`config.mk`:
```
export PLATFORM = sky130hd
export DESIGN_NAME = websocket_text_frame_deframer_core
export DESIGN_NICKNAME = d
export VERILOG_FILES = /design/src/design/wsdf_pkg.sv /design/src/design/wsdf_in_stage.sv /design/src/design/wsdf_decode.sv /design/src/design/wsdf_res_stage.sv /design/src/design/websocket_text_frame_deframer_core.sv
export SDC_FILE = /design/constraint.sdc
export NUM_CORES = 1
export LEC_CHECK = 0
export BUFFER_PORTS_ARGS = -buffer_cell sky130_fd_sc_hd__clkbuf_2
export CORE_ASPECT_RATIO = 0.5
export CORE_MARGIN = 1
export CORE_UTILIZATION = 45
export DETAILED_ROUTE_END_ITERATION = 8
export PLACE_DENSITY = 0.67
export SYNTH_ARGS = -nofsm -noshare
export SYNTH_HDL_FRONTEND = slang
export SYNTH_SLANG_ARGS = --single-unit
```
`constraint.sdc`:
```
create_clock -name clk_i -period 6.3 [get_ports clk_i]
set_clock_uncertainty 0.1 [all_clocks]
set_input_delay 1.575 -clock clk_i [delete_from_list [all_inputs] [get_ports clk_i]]
set_output_delay 1.575 -clock clk_i [all_outputs]
set_load 0.03 [all_outputs]
```
`src/design/wsdf_pkg.sv`:
```
// Shared types and constants for the WebSocket text frame deframer.
`timescale 1ns / 1ps

package wsdf_pkg;

  localparam int unsigned MaxPayloadDef = 125;
  localparam int unsigned LenW          = 7;
  localparam int unsigned KeyDepth      = 4;

  localparam logic [7:0] FinBit     = 8'h80;
  localparam logic [7:0] OpcodeMask = 8'h0F;
  localparam logic [7:0] OpcodeText = 8'h01;
  localparam logic [7:0] LenMask    = 8'h7F;

  typedef enum logic [2:0] {
    PH_HDR0 = 3'd0,
    PH_HDR1 = 3'd1,
    PH_KEY  = 3'd2,
    PH_DATA = 3'd3,
    PH_DROP = 3'd4
  } phase_e;

  typedef enum logic [2:0] {
    ST_DATA  = 3'd0,
    ST_EMPTY = 3'd1,
    ST_OPC   = 3'd2,
    ST_LEN   = 3'd3,
    ST_TRUNC = 3'd4
  } status_e;

  typedef struct packed {
    logic [7:0] frame_byte;
    logic       buffer_end;
  } in_item_t;

  typedef struct packed {
    logic [7:0] data_byte;
    logic       final_item;
    status_e    status;
  } res_t;

endpackage

```
`src/design/wsdf_in_stage.sv`:
```
// Input register stage of the deframer.
`timescale 1ns / 1ps

module wsdf_in_stage (
  input  logic               clk_i,
  input  logic               rst_ni,
  input  logic               in_valid_i,
  output logic               in_stall_o,
  input  wsdf_pkg::in_item_t item_i,
  input  logic               adv_i,
  output logic               vld_o,
  output wsdf_pkg::in_item_t item_o
);

  logic               vld_q;
  wsdf_pkg::in_item_t item_q;

  // Hold the registered byte while the result side cannot advance.
  assign in_stall_o = vld_q && !adv_i;

  always_ff @(posedge clk_i or negedge rst_ni) begin
    if (!rst_ni) begin
      vld_q <= 1'b0;
    end else if (!vld_q || adv_i) begin
      vld_q <= in_valid_i;
    end
  end

  always_ff @(posedge clk_i) begin
    if (in_valid_i && !in_stall_o) begin
      item_q <= item_i;
    end
  end

  assign vld_o  = vld_q;
  assign item_o = item_q;

endmodule

```
`src/design/wsdf_decode.sv`:
```
// Frame state machine: header checks, key capture and payload unmasking.
`timescale 1ns / 1ps

module wsdf_decode #(
  parameter int unsigned MAX_PAYLOAD = wsdf_pkg::MaxPayloadDef
) (
  input  logic               clk_i,
  input  logic               rst_ni,
  input  logic               fire_i,
  input  wsdf_pkg::in_item_t item_i,
  output logic               emit_o,
  output wsdf_pkg::res_t     res_o
);

  localparam logic [wsdf_pkg::LenW-1:0] MaxLen = wsdf_pkg::LenW'(MAX_PAYLOAD);

  wsdf_pkg::phase_e            phase_q, phase_d;
  logic [wsdf_pkg::LenW-1:0]   bytes_left_q, bytes_left_d;
  logic [1:0]                  slot_q, slot_d;
  logic [7:0]                  key_q [wsdf_pkg::KeyDepth];
  logic                        key_we;

  logic [7:0]                  b;
  logic                        last;
  logic                        hdr_bad;
  logic [wsdf_pkg::LenW-1:0]   len;
  logic                        len_bad;
  logic [7:0]                  unmasked;

  assign b        = item_i.frame_byte;
  assign last     = item_i.buffer_end;
  assign hdr_bad  = ((b & wsdf_pkg::FinBit) != wsdf_pkg::FinBit) ||
                    ((b & wsdf_pkg::OpcodeMask) != wsdf_pkg::OpcodeText);
  assign len      = b[wsdf_pkg::LenW-1:0];
  assign len_bad  = len > MaxLen;
  assign unmasked = b ^ key_q[slot_q];

  // Next state.
  always_comb begin
    phase_d      = phase_q;
    bytes_left_d = bytes_left_q;
    slot_d       = slot_q;
    key_we       = 1'b0;
    unique case (phase_q)
      wsdf_pkg::PH_HDR0: begin
        if (hdr_bad) phase_d = wsdf_pkg::PH_DROP;
        else if (!last) phase_d = wsdf_pkg::PH_HDR1;
      end
      wsdf_pkg::PH_HDR1: begin
        if (len_bad) begin
          phase_d = wsdf_pkg::PH_DROP;
        end else if (!last) begin
          bytes_left_d = len;
          slot_d       = 2'd0;
          phase_d      = wsdf_pkg::PH_KEY;
        end
      end
      wsdf_pkg::PH_KEY: begin
        key_we = 1'b1;
        if (slot_q == 2'd3) begin
          slot_d = 2'd0;
          if (bytes_left_q == '0) phase_d = wsdf_pkg::PH_DROP;
          else if (!last) phase_d = wsdf_pkg::PH_DATA;
        end else if (!last) begin
          slot_d = slot_q + 2'd1;
        end
      end
      wsdf_pkg::PH_DATA: begin
        if (bytes_left_q <= wsdf_pkg::LenW'(1)) begin
          bytes_left_d = '0;
          phase_d      = wsdf_pkg::PH_DROP;
        end else if (!last) begin
          bytes_left_d = bytes_left_q - wsdf_pkg::LenW'(1);
          slot_d       = slot_q + 2'd1;
        end
      end
      default: ;
    endcase
    // A buffer boundary always restarts at the first header byte.
    if (last) begin
      phase_d      = wsdf_pkg::PH_HDR0;
      bytes_left_d = '0;
      slot_d       = 2'd0;
    end
  end

  // Result for this byte.
  always_comb begin
    emit_o           = 1'b0;
    res_o.data_byte  = 8'h00;
    res_o.final_item = 1'b1;
    res_o.status     = wsdf_pkg::ST_DATA;
    unique case (phase_q)
      wsdf_pkg::PH_HDR0: begin
        priority if (hdr_bad) begin
          emit_o = 1'b1;  res_o.status = wsdf_pkg::ST_OPC;
        end else if (last) begin
          emit_o = 1'b1;  res_o.status = wsdf_pkg::ST_TRUNC;
        end else begin
          emit_o = 1'b0;
        end
      end
      wsdf_pkg::PH_HDR1: begin
        priority if (len_bad) begin
          emit_o = 1'b1;  res_o.status = wsdf_pkg::ST_LEN;
        end else if (last) begin
          emit_o = 1'b1;  res_o.status = wsdf_pkg::ST_TRUNC;
        end else begin
          emit_o = 1'b0;
        end
      end
      wsdf_pkg::PH_KEY: begin
        priority if (slot_q == 2'd3 && bytes_left_q == '0) begin
          emit_o = 1'b1;  res_o.status = wsdf_pkg::ST_EMPTY;
        end else if (last) begin
          emit_o = 1'b1;  res_o.status = wsdf_pkg::ST_TRUNC;
        end else begin
          emit_o = 1'b0;
        end
      end
      wsdf_pkg::PH_DATA: begin
        priority if (bytes_left_q <= wsdf_pkg::LenW'(1)) begin
          emit_o          = 1'b1;
          res_o.data_byte = unmasked;
        end else if (last) begin
          emit_o = 1'b1;  res_o.status = wsdf_pkg::ST_TRUNC;
        end else begin
          emit_o           = 1'b1;
          res_o.data_byte  = unmasked;
          res_o.final_item = 1'b0;
        end
      end
      default: emit_o = 1'b0;
    endcase
  end

  always_ff @(posedge clk_i or negedge rst_ni) begin
    if (!rst_ni) begin
      phase_q      <= wsdf_pkg::PH_HDR0;
      bytes_left_q <= '0;
      slot_q       <= 2'd0;
    end else if (fire_i) begin
      phase_q      <= phase_d;
      bytes_left_q <= bytes_left_d;
      slot_q       <= slot_d;
    end
  end

  // Key bytes are always rewritten before use, so they need no reset.
  always_ff @(posedge clk_i) begin
    if (fire_i && key_we) begin
      key_q[slot_q] <= b;
    end
  end

endmodule

```
`src/design/wsdf_res_stage.sv`:
```
// Result register stage of the deframer.
`timescale 1ns / 1ps

module wsdf_res_stage (
  input  logic           clk_i,
  input  logic           rst_ni,
  input  logic           vld_i,
  input  logic           emit_i,
  input  wsdf_pkg::res_t res_i,
  output logic           adv_o,
  output logic           out_valid_o,
  input  logic           out_stall_i,
  output wsdf_pkg::res_t res_o
);

  logic           vld_q;
  wsdf_pkg::res_t res_q;

  // Advance whenever the result register is empty or being taken.
  assign adv_o = !vld_q || !out_stall_i;

  always_ff @(posedge clk_i or negedge rst_ni) begin
    if (!rst_ni) begin
      vld_q <= 1'b0;
    end else if (adv_o) begin
      vld_q <= vld_i && emit_i;
    end
  end

  always_ff @(posedge clk_i) begin
    if (adv_o && vld_i && emit_i) begin
      res_q <= res_i;
    end
  end

  assign out_valid_o = vld_q;
  assign res_o       = res_q;

endmodule

```
`src/design/websocket_text_frame_deframer_core.sv`:
```
// Top level of the WebSocket text frame deframer.
//
//   channel | direction | handshake             | payload
//   --------+-----------+-----------------------+---------------------------------
//   input   | in        | in_valid_i/in_stall_o | frame_byte_i, buffer_end_i
//   result  | out       | out_valid_o/out_stall_i | data_byte_o, final_item_o, status_o
//
// One byte per cycle is taken unless the result side stalls; each byte is held in the
// input register, and its result, if any, then appears from the result register.
// The frame state machine updates once per byte.
// Reset clears the phase, length count, key slot and both valid flags.
// A stall on the result side holds both registers; the input stalls only when
// its register is full and cannot move on.
`timescale 1ns / 1ps

module websocket_text_frame_deframer_core #(
  parameter int unsigned MAX_PAYLOAD = wsdf_pkg::MaxPayloadDef
) (
  input  logic       clk_i,
  input  logic       rst_ni,
  input  logic       in_valid_i,
  output logic       in_stall_o,
  input  logic [7:0] frame_byte_i,
  input  logic       buffer_end_i,
  output logic       out_valid_o,
  input  logic       out_stall_i,
  output logic [7:0] data_byte_o,
  output logic       final_item_o,
  output logic [2:0] status_o
);

  wsdf_pkg::in_item_t in_item, stage_item;
  wsdf_pkg::res_t     dec_res, out_res;
  logic               stage_vld;
  logic               adv;
  logic               emit;

  assign in_item.frame_byte = frame_byte_i;
  assign in_item.buffer_end = buffer_end_i;

  wsdf_in_stage u_in_stage (
    .clk_i      (clk_i),
    .rst_ni     (rst_ni),
    .in_valid_i (in_valid_i),
    .in_stall_o (in_stall_o),
    .item_i     (in_item),
    .adv_i      (adv),
    .vld_o      (stage_vld),
    .item_o     (stage_item)
  );

  wsdf_decode #(
    .MAX_PAYLOAD (MAX_PAYLOAD)
  ) u_decode (
    .clk_i  (clk_i),
    .rst_ni (rst_ni),
    .fire_i (stage_vld && adv),
    .item_i (stage_item),
    .emit_o (emit),
    .res_o  (dec_res)
  );

  wsdf_res_stage u_res_stage (
    .clk_i       (clk_i),
    .rst_ni      (rst_ni),
    .vld_i       (stage_vld),
    .emit_i      (emit),
    .res_i       (dec_res),
    .adv_o       (adv),
    .out_valid_o (out_valid_o),
    .out_stall_i (out_stall_i),
    .res_o       (out_res)
  );

  assign data_byte_o  = out_res.data_byte;
  assign final_item_o = out_res.final_item;
  assign status_o     = 3'(out_res.status);

endmodule
```
==> results.tsv, run 1 <==
stage	metric	value	unit
yosys	Mapped Area	3160	um2
yosys	Ys Warns	0	
yosys	Mapped Nets	250	
die	Die Width	120	um
routing	DRC Markers	0	
critical_path	CP arrival	2.07	ns
global_route	GRT Total Usage	0.196	
die	top-level port count	27	
power	PwrDens	309	nW/um2
cts	H-tree depth	3	
power	Pint	847	uW
yosys	ys flop type	edfxtp_1	
placed_design	Port Buffer Count	26	
yosys	post-synthesis cell count	231	
critical_path	crit end category	primary output	
critical_path	CP Max Fanout	5	
global_route	first-pass GRT wire length	10.4	mm
final_layout	FF/Latch Area	1940	um2
yosys	post-synthesis async set-or-reset flop share	0.209	
routing	Routed WL	6.46	mm
yosys	sequential cell area fraction in the yosys report	0.615	
cts	clk_lat worst skew	0.33	ns
power	P_sw	279	uW
sta	RSZ-0062 raised after global routing	no	
sta	Final period util	0.595	
cts	Sink Count	67	
sta	Final WS setup	2.55	ns
global_route	initial antenna violation count	0	
hold_path	Hold Crit Class	reg -> reg	
die	Die Y	61.3	um
die	Starting Density	0.470	
sta	worst rel slew slack	0.233	
cts	CTS Hold Bufs	0	
final_layout	area of the multi-input gates	1130	um2
power	leak pwr	1.32	nW
die	core footprint	6730	um2
yosys	Post-synth EDFFs	53	
run	max-cap viol count	0	
status	outcome	finished, final reports clean	
sta	crit path time final	3.75	ns
power	Worst VDD drop	146	uV
cts	Gates resized, CTS repair	0	
yosys	Mean Syn Cell Area	13.7	um2
final_layout	share of cells above drive strength 1	0.210	
die	# rows	21	
final_layout	fill cell instance count of the final layout	590	
sta	Final Setup Violations	0	
global_route	largest net degree at the start of global routing	18	
cts	worst-case clock buffer depth	2	
global_route	vias in the first global route	2039	
routing	DRT Pass-1 Iters	5	
power	Tot Pwr	1.13	mW
power	Reg power frac	0.474	
yosys	synth unique cells	56	
cts	CTS tree	done	
critical_path	worst endpoint required time	4.62	ns
sta	endpoints failing hold	0	
placed_design	Post-Place Worst Slack	2.56	ns
cts	# Post-CTS Setup Buffers	0	
routing	DRT iter0 DRCs	317	
sta	Final Max Slew Viols	0	
cts	clock root buffer	clkbuf_16	
routing	vias per cell	5.79	
routing	DR vias	2051	
sta	worst slew pin tran	1.15	ns
routing	WL/cell	18.2	um
power	combinational power share	0.090	
die	die area	7380	um2
global_route	grt ovf	0	
power	switching share of power	0.248	
critical_path	Crit Path Category	in -> out	
final_layout	nets	276	
final_layout	Synth-to-Final Area Change	15.4	%
placed_design	RePlAce Congestion	0.903	
final_layout	n_diodes	0	
final_layout	Util after Layout	0.542	
routing	Final ANT Viol Nets	0	
placed_design	DP HPWL	4.43	mm
yosys	Seq cells post-synth	67	
critical_path	CP startpoint kind	primary input	
cts	clk slew on worst S/H paths	0.06	ns
sta	fmax	267	MHz
cts	total CTS buffers	9	
power	Clk network pwr share	0.436	
sta	setup TNS	0	ns
-- per-stage QoR --
stage                     hold slack, ns  std cells  instance area (um2)
after CTS                          0.470        354                 3650
after detailed placement           0.455        338                 3350
after global placement             0.453        338                 3350
after global routing               0.497        354                 3650
after floorplan                    0.406        231                 3160
final                              0.469        354                 3650
-- area by class of cell --
class | count | share of cell area
Clock buffer | 11 | 0.0638
Timing Repair Buffer | 26 | 0.0357
Inverter | 10 | 0.0103
Multi-Input combinational cell | 143 | 0.309
Sequential cell | 67 | 0.532
Tap cell | 92 | 0.0316
Clock inverter | 5 | 0.0168
-- Yosys cell counts, drive strengths merged (3+ instances only) --
master	number	area, um2
a21oi	8	40.0
a221o	3	30.0
a22o	3	26.3
and2	5	31.3
buf	3	27.5
clkbuf	8	30.0
dfrtp	14	350
edfxtp	53	1590
ha	6	75.1
inv	10	37.5
mux4	8	180
nand2	9	33.8
nand2b	5	31.3
nand3	3	15.0
nor2	18	67.6
nor3	6	30.0
nor4	6	37.5
o211ai	3	22.5
o21ai	5	25.0
o21bai	4	30.0
o31ai	5	37.5
xnor2	8	70.1
-- flip-flops by register name, summed over array words and instances, names as in the netlist --
register and flops:
u_decode.slot_q 2, u_in_stage.item_o 9, u_decode.phase_q 3, u_decode.bytes_left_q 7
u_in_stage.vld_o 1, u_res_stage.res_o 12, u_decode.key_q 32, u_res_stage.out_valid_o 1
-- power by group through the flow --
stage	Clock [mW]	Combinational (mW)	Sequential, mW
3_3_place_gp	0	0.100	0.540
6_report	0.491	0.102	0.533
4_1_cts	0.499	0.102	0.533
2_1_floorplan	0	0.0563	0.549
5_1_grt	0.515	0.110	0.536
3_5_place_dp	0	0.102	0.541
-- cell families (layout without fill, tap and decap cells) --
| group | Yosys count | count (layout) | synth area share |
|---|---|---|---|
| xor+xnor | 8 | 8 | 0.0222 |
| compound gates | 52 | 52 | 0.128 |
| buf+inv | 21 | 52 | 0.0301 |
| flops | 67 | 67 | 0.615 |
| fa+ha+maj | 6 | 6 | 0.0238 |
| mux | 8 | 8 | 0.0570 |
| simple gates | 69 | 69 | 0.124 |
-- path summary, 6_finish.rpt --
check,start,end,slack (ns),cells past startpoint
max,out_stall_i,in_stall_o,2.55,4
max reg2reg,u_in_stage.item_o[3]$_DFFE_PP_,u_res_stage.res_o[6]$_SDFFCE_PN0P_,3.33,4
min in group asynchronous,rst_ni,u_decode.phase_q[2]$_DFFE_PN0P_,1.07,1
max in group asynchronous,rst_ni,u_decode.phase_q[0]$_DFFE_PN0P_,4.75,1
min reg2reg,u_decode.bytes_left_q[6]$_DFFE_PN0P_,u_decode.bytes_left_q[6]$_DFFE_PN0P_,0.47,1
min,u_decode.bytes_left_q[6]$_DFFE_PN0P_,u_decode.bytes_left_q[6]$_DFFE_PN0P_,0.47,1
-- critical path, cell delays in order --
cell	delay (ns)
clkbuf_2	0.12
nand3_1	0.11
inv_1	0.07
clkbuf_2	0.19
-- layout by cell type, fill, tap and decap left out, drive strengths merged, types with 4 or more instances in the layout --
cell type and n:
edfxtp 53, clkbuf 37, nor2 18, dfrtp 14, inv 11, nand2 9, a21oi 8, mux4 8
xnor2 8, nor3 6, nor4 6, ha 6, nand2b 5, o31ai 5, and2 5, o21ai 5
o21bai 4
-- layer usage --
metal | wire (um) | GRT usage | vias up
li1 | - | - | 960
met1 | 2840 | 0.242 | 1004
met2 | 3130 | 0.332 | 78
met3 | 388 | 0.0611 | 9
met4 | 97 | 0.0776 | 0
met5 | 0 | 0 | -
Note: power is estimated with default switching activity, not from simulation.
==> run 2, diff against run 1 <==
Clock period 6.3 ns to 3.65 ns, I/O delays scaled along.
==> results.tsv, run 2 (same netlist as run 1, synthesis figures left out) <==
stage	metric	value	unit
power	switching share of power	0.247	
run	max-cap viol count	0	
final_layout	max reg flops	32	
routing	DRT Pass-1 Iters	5	
power	combinational power share	0.090	
critical_path	critical path capture point	u_res_stage.res_o[11]$_SDFFCE_PN0P_	
die	Die Width	120	um
critical_path	worst endpoint required time	3.58	ns
critical_path	Crit Path Category	reg -> reg	
routing	vias per cell	5.88	
power	Pint	1.50	mW
sta	hold_ws	0.404	ns
sta	worst slew pin tran	0.681	ns
routing	Final ANT Viol Nets	0	
global_route	GRT Total Usage	0.201	
die	core footprint	6730	um2
final_layout	Top reg by flops	u_decode.key_q	
global_route	initial antenna violation count	0	
die	Die Y	61.3	um
global_route	vias in the first global route	1979	
sta	worst rel slew slack	0.540	
sta	endpoints failing hold	0	
final_layout	nets	277	
final_layout	most frequent cells in the layout	edfxtp_1, clkbuf_2, nor2_1	
die	# rows	21	
critical_path	R2R Path End	u_res_stage.res_o[11]$_SDFFCE_PN0P_	
global_route	largest net degree at the start of global routing	18	
cts	Sink Count	67	
placed_design	RePlAce Congestion	0.906	
power	Worst VDD drop	197	uV
cts	# Post-CTS Setup Buffers	0	
cts	total CTS buffers	9	
routing	DRC Markers	0	
cts	H-tree depth	3	
global_route	first-pass GRT wire length	10.4	mm
critical_path	reg2reg path depth	5	
sta	setup TNS	0	ns
critical_path	crit end category	flop	
sta	Final period util	0.693	
critical_path	reg-to-reg startpoint	u_in_stage.item_o[3]$_DFFE_PP_	
cts	clock root buffer	clkbuf_16	
critical_path	internal reg-to-reg setup slack	1.12	ns
power	PwrDens	542	nW/um2
critical_path	CP arrival	2.46	ns
die	top-level port count	27	
placed_design	Port Buffer Count	26	
sta	crit path time final	2.53	ns
sta	Final Max Slew Viols	0	
final_layout	most common cell after layout, fill and taps aside	edfxtp_1	
cts	CTS Hold Bufs	0	
critical_path	CP startpoint	u_in_stage.item_o[3]$_DFFE_PP_	
hold_path	Hold Crit Class	in -> async	
placed_design	DP HPWL	4.57	mm
sta	RSZ-0062 raised after global routing	no	
cts	Gates resized, CTS repair	0	
status	outcome	finished, final reports clean	
global_route	grt ovf	0	
power	leak pwr	1.33	nW
final_layout	share of cells above drive strength 1	0.221	
power	Reg power frac	0.462	
final_layout	Synth-to-Final Area Change	16.3	%
critical_path	CP startpoint kind	flop	
critical_path	CP Max Fanout	11	
cts	clk slew on worst S/H paths	0.06	ns
power	Clk network pwr share	0.448	
routing	Routed WL	6.68	mm
routing	DRT iter0 DRCs	279	
cts	worst-case clock buffer depth	2	
routing	WL/cell	18.8	um
die	Starting Density	0.470	
cts	CTS tree	done	
die	die area	7380	um2
sta	fmax	395	MHz
sta	Final Setup Violations	0	
routing	DR vias	2087	
final_layout	n_diodes	0	
power	P_sw	492	uW
cts	clk_lat worst skew	0.33	ns
run 2: power by group through the flow:
| stage | sequential [mW] | clock [mW] | combinational (mW) |
|---|---|---|---|
| floorplan | 0.948 | 0 | 0.0973 |
| global placement | 0.933 | 0 | 0.176 |
| detailed placement | 0.935 | 0 | 0.180 |
| CTS | 0.920 | 0.907 | 0.180 |
| global route | 0.925 | 0.939 | 0.195 |
| finish | 0.921 | 0.891 | 0.179 |
run 2: area by class of cell:
type	count	area [um2]
clock inverter	5	60.1
fill	551	3050
tap	92	115
inverter	10	37.5
multi-input combinational	143	1130
clock buffer	11	253
timing repair buffer	27	138
sequential	67	1940
run 2: metal layers:
metal / vias up / global-route usage / share of wire
li1: 958 / - / -
met1: 1017 / 0.254 / 0.42
met2: 99 / 0.323 / 0.47
met3: 13 / 0.0741 / 0.098
met4: 0 / 0.0882 / 0.016
met5: - / 0 / 0
run 2: stage by stage:
stage          cell area, um2  power [mW]  cells  setup slack, ns   util
2_1_floorplan            3160        1.05    231            0.607      -
3_3_place_gp             3360        1.11    339             1.17  0.500
3_5_place_dp             3360        1.12    339             1.09  0.500
4_1_cts                  3670        2.01    355             1.15  0.546
5_1_grt                  3670        2.06    355            0.998  0.546
6_report                 3670        1.99    355             1.12  0.546
run 2: worst min-delay path by stage:
stage / from / to / slack (ns) / cells past startpoint
2_1_floorplan: u_decode.bytes_left_q[6]$_DFFE_PN0P_ / u_decode.bytes_left_q[6]$_DFFE_PN0P_ / 0.41 / 1
3_3_place_gp: u_decode.bytes_left_q[6]$_DFFE_PN0P_ / u_decode.bytes_left_q[6]$_DFFE_PN0P_ / 0.45 / 1
3_5_place_dp: u_decode.bytes_left_q[6]$_DFFE_PN0P_ / u_decode.bytes_left_q[6]$_DFFE_PN0P_ / 0.45 / 1
4_1_cts: rst_ni / u_decode.slot_q[1]$_DFFE_PN0P_ / 0.42 / 1
5_1_grt: rst_ni / u_decode.slot_q[1]$_DFFE_PN0P_ / 0.43 / 1
6_report: rst_ni / u_decode.slot_q[1]$_DFFE_PN0P_ / 0.40 / 1
run 2: worst max-delay path: stages, from the launching register on:
cell      delay [ns]
edfxtp_1        0.59
nand4_1         0.29
nor2_1          0.37
o21ai_0         0.22
a311oi_2        0.38
buf_4           0.27
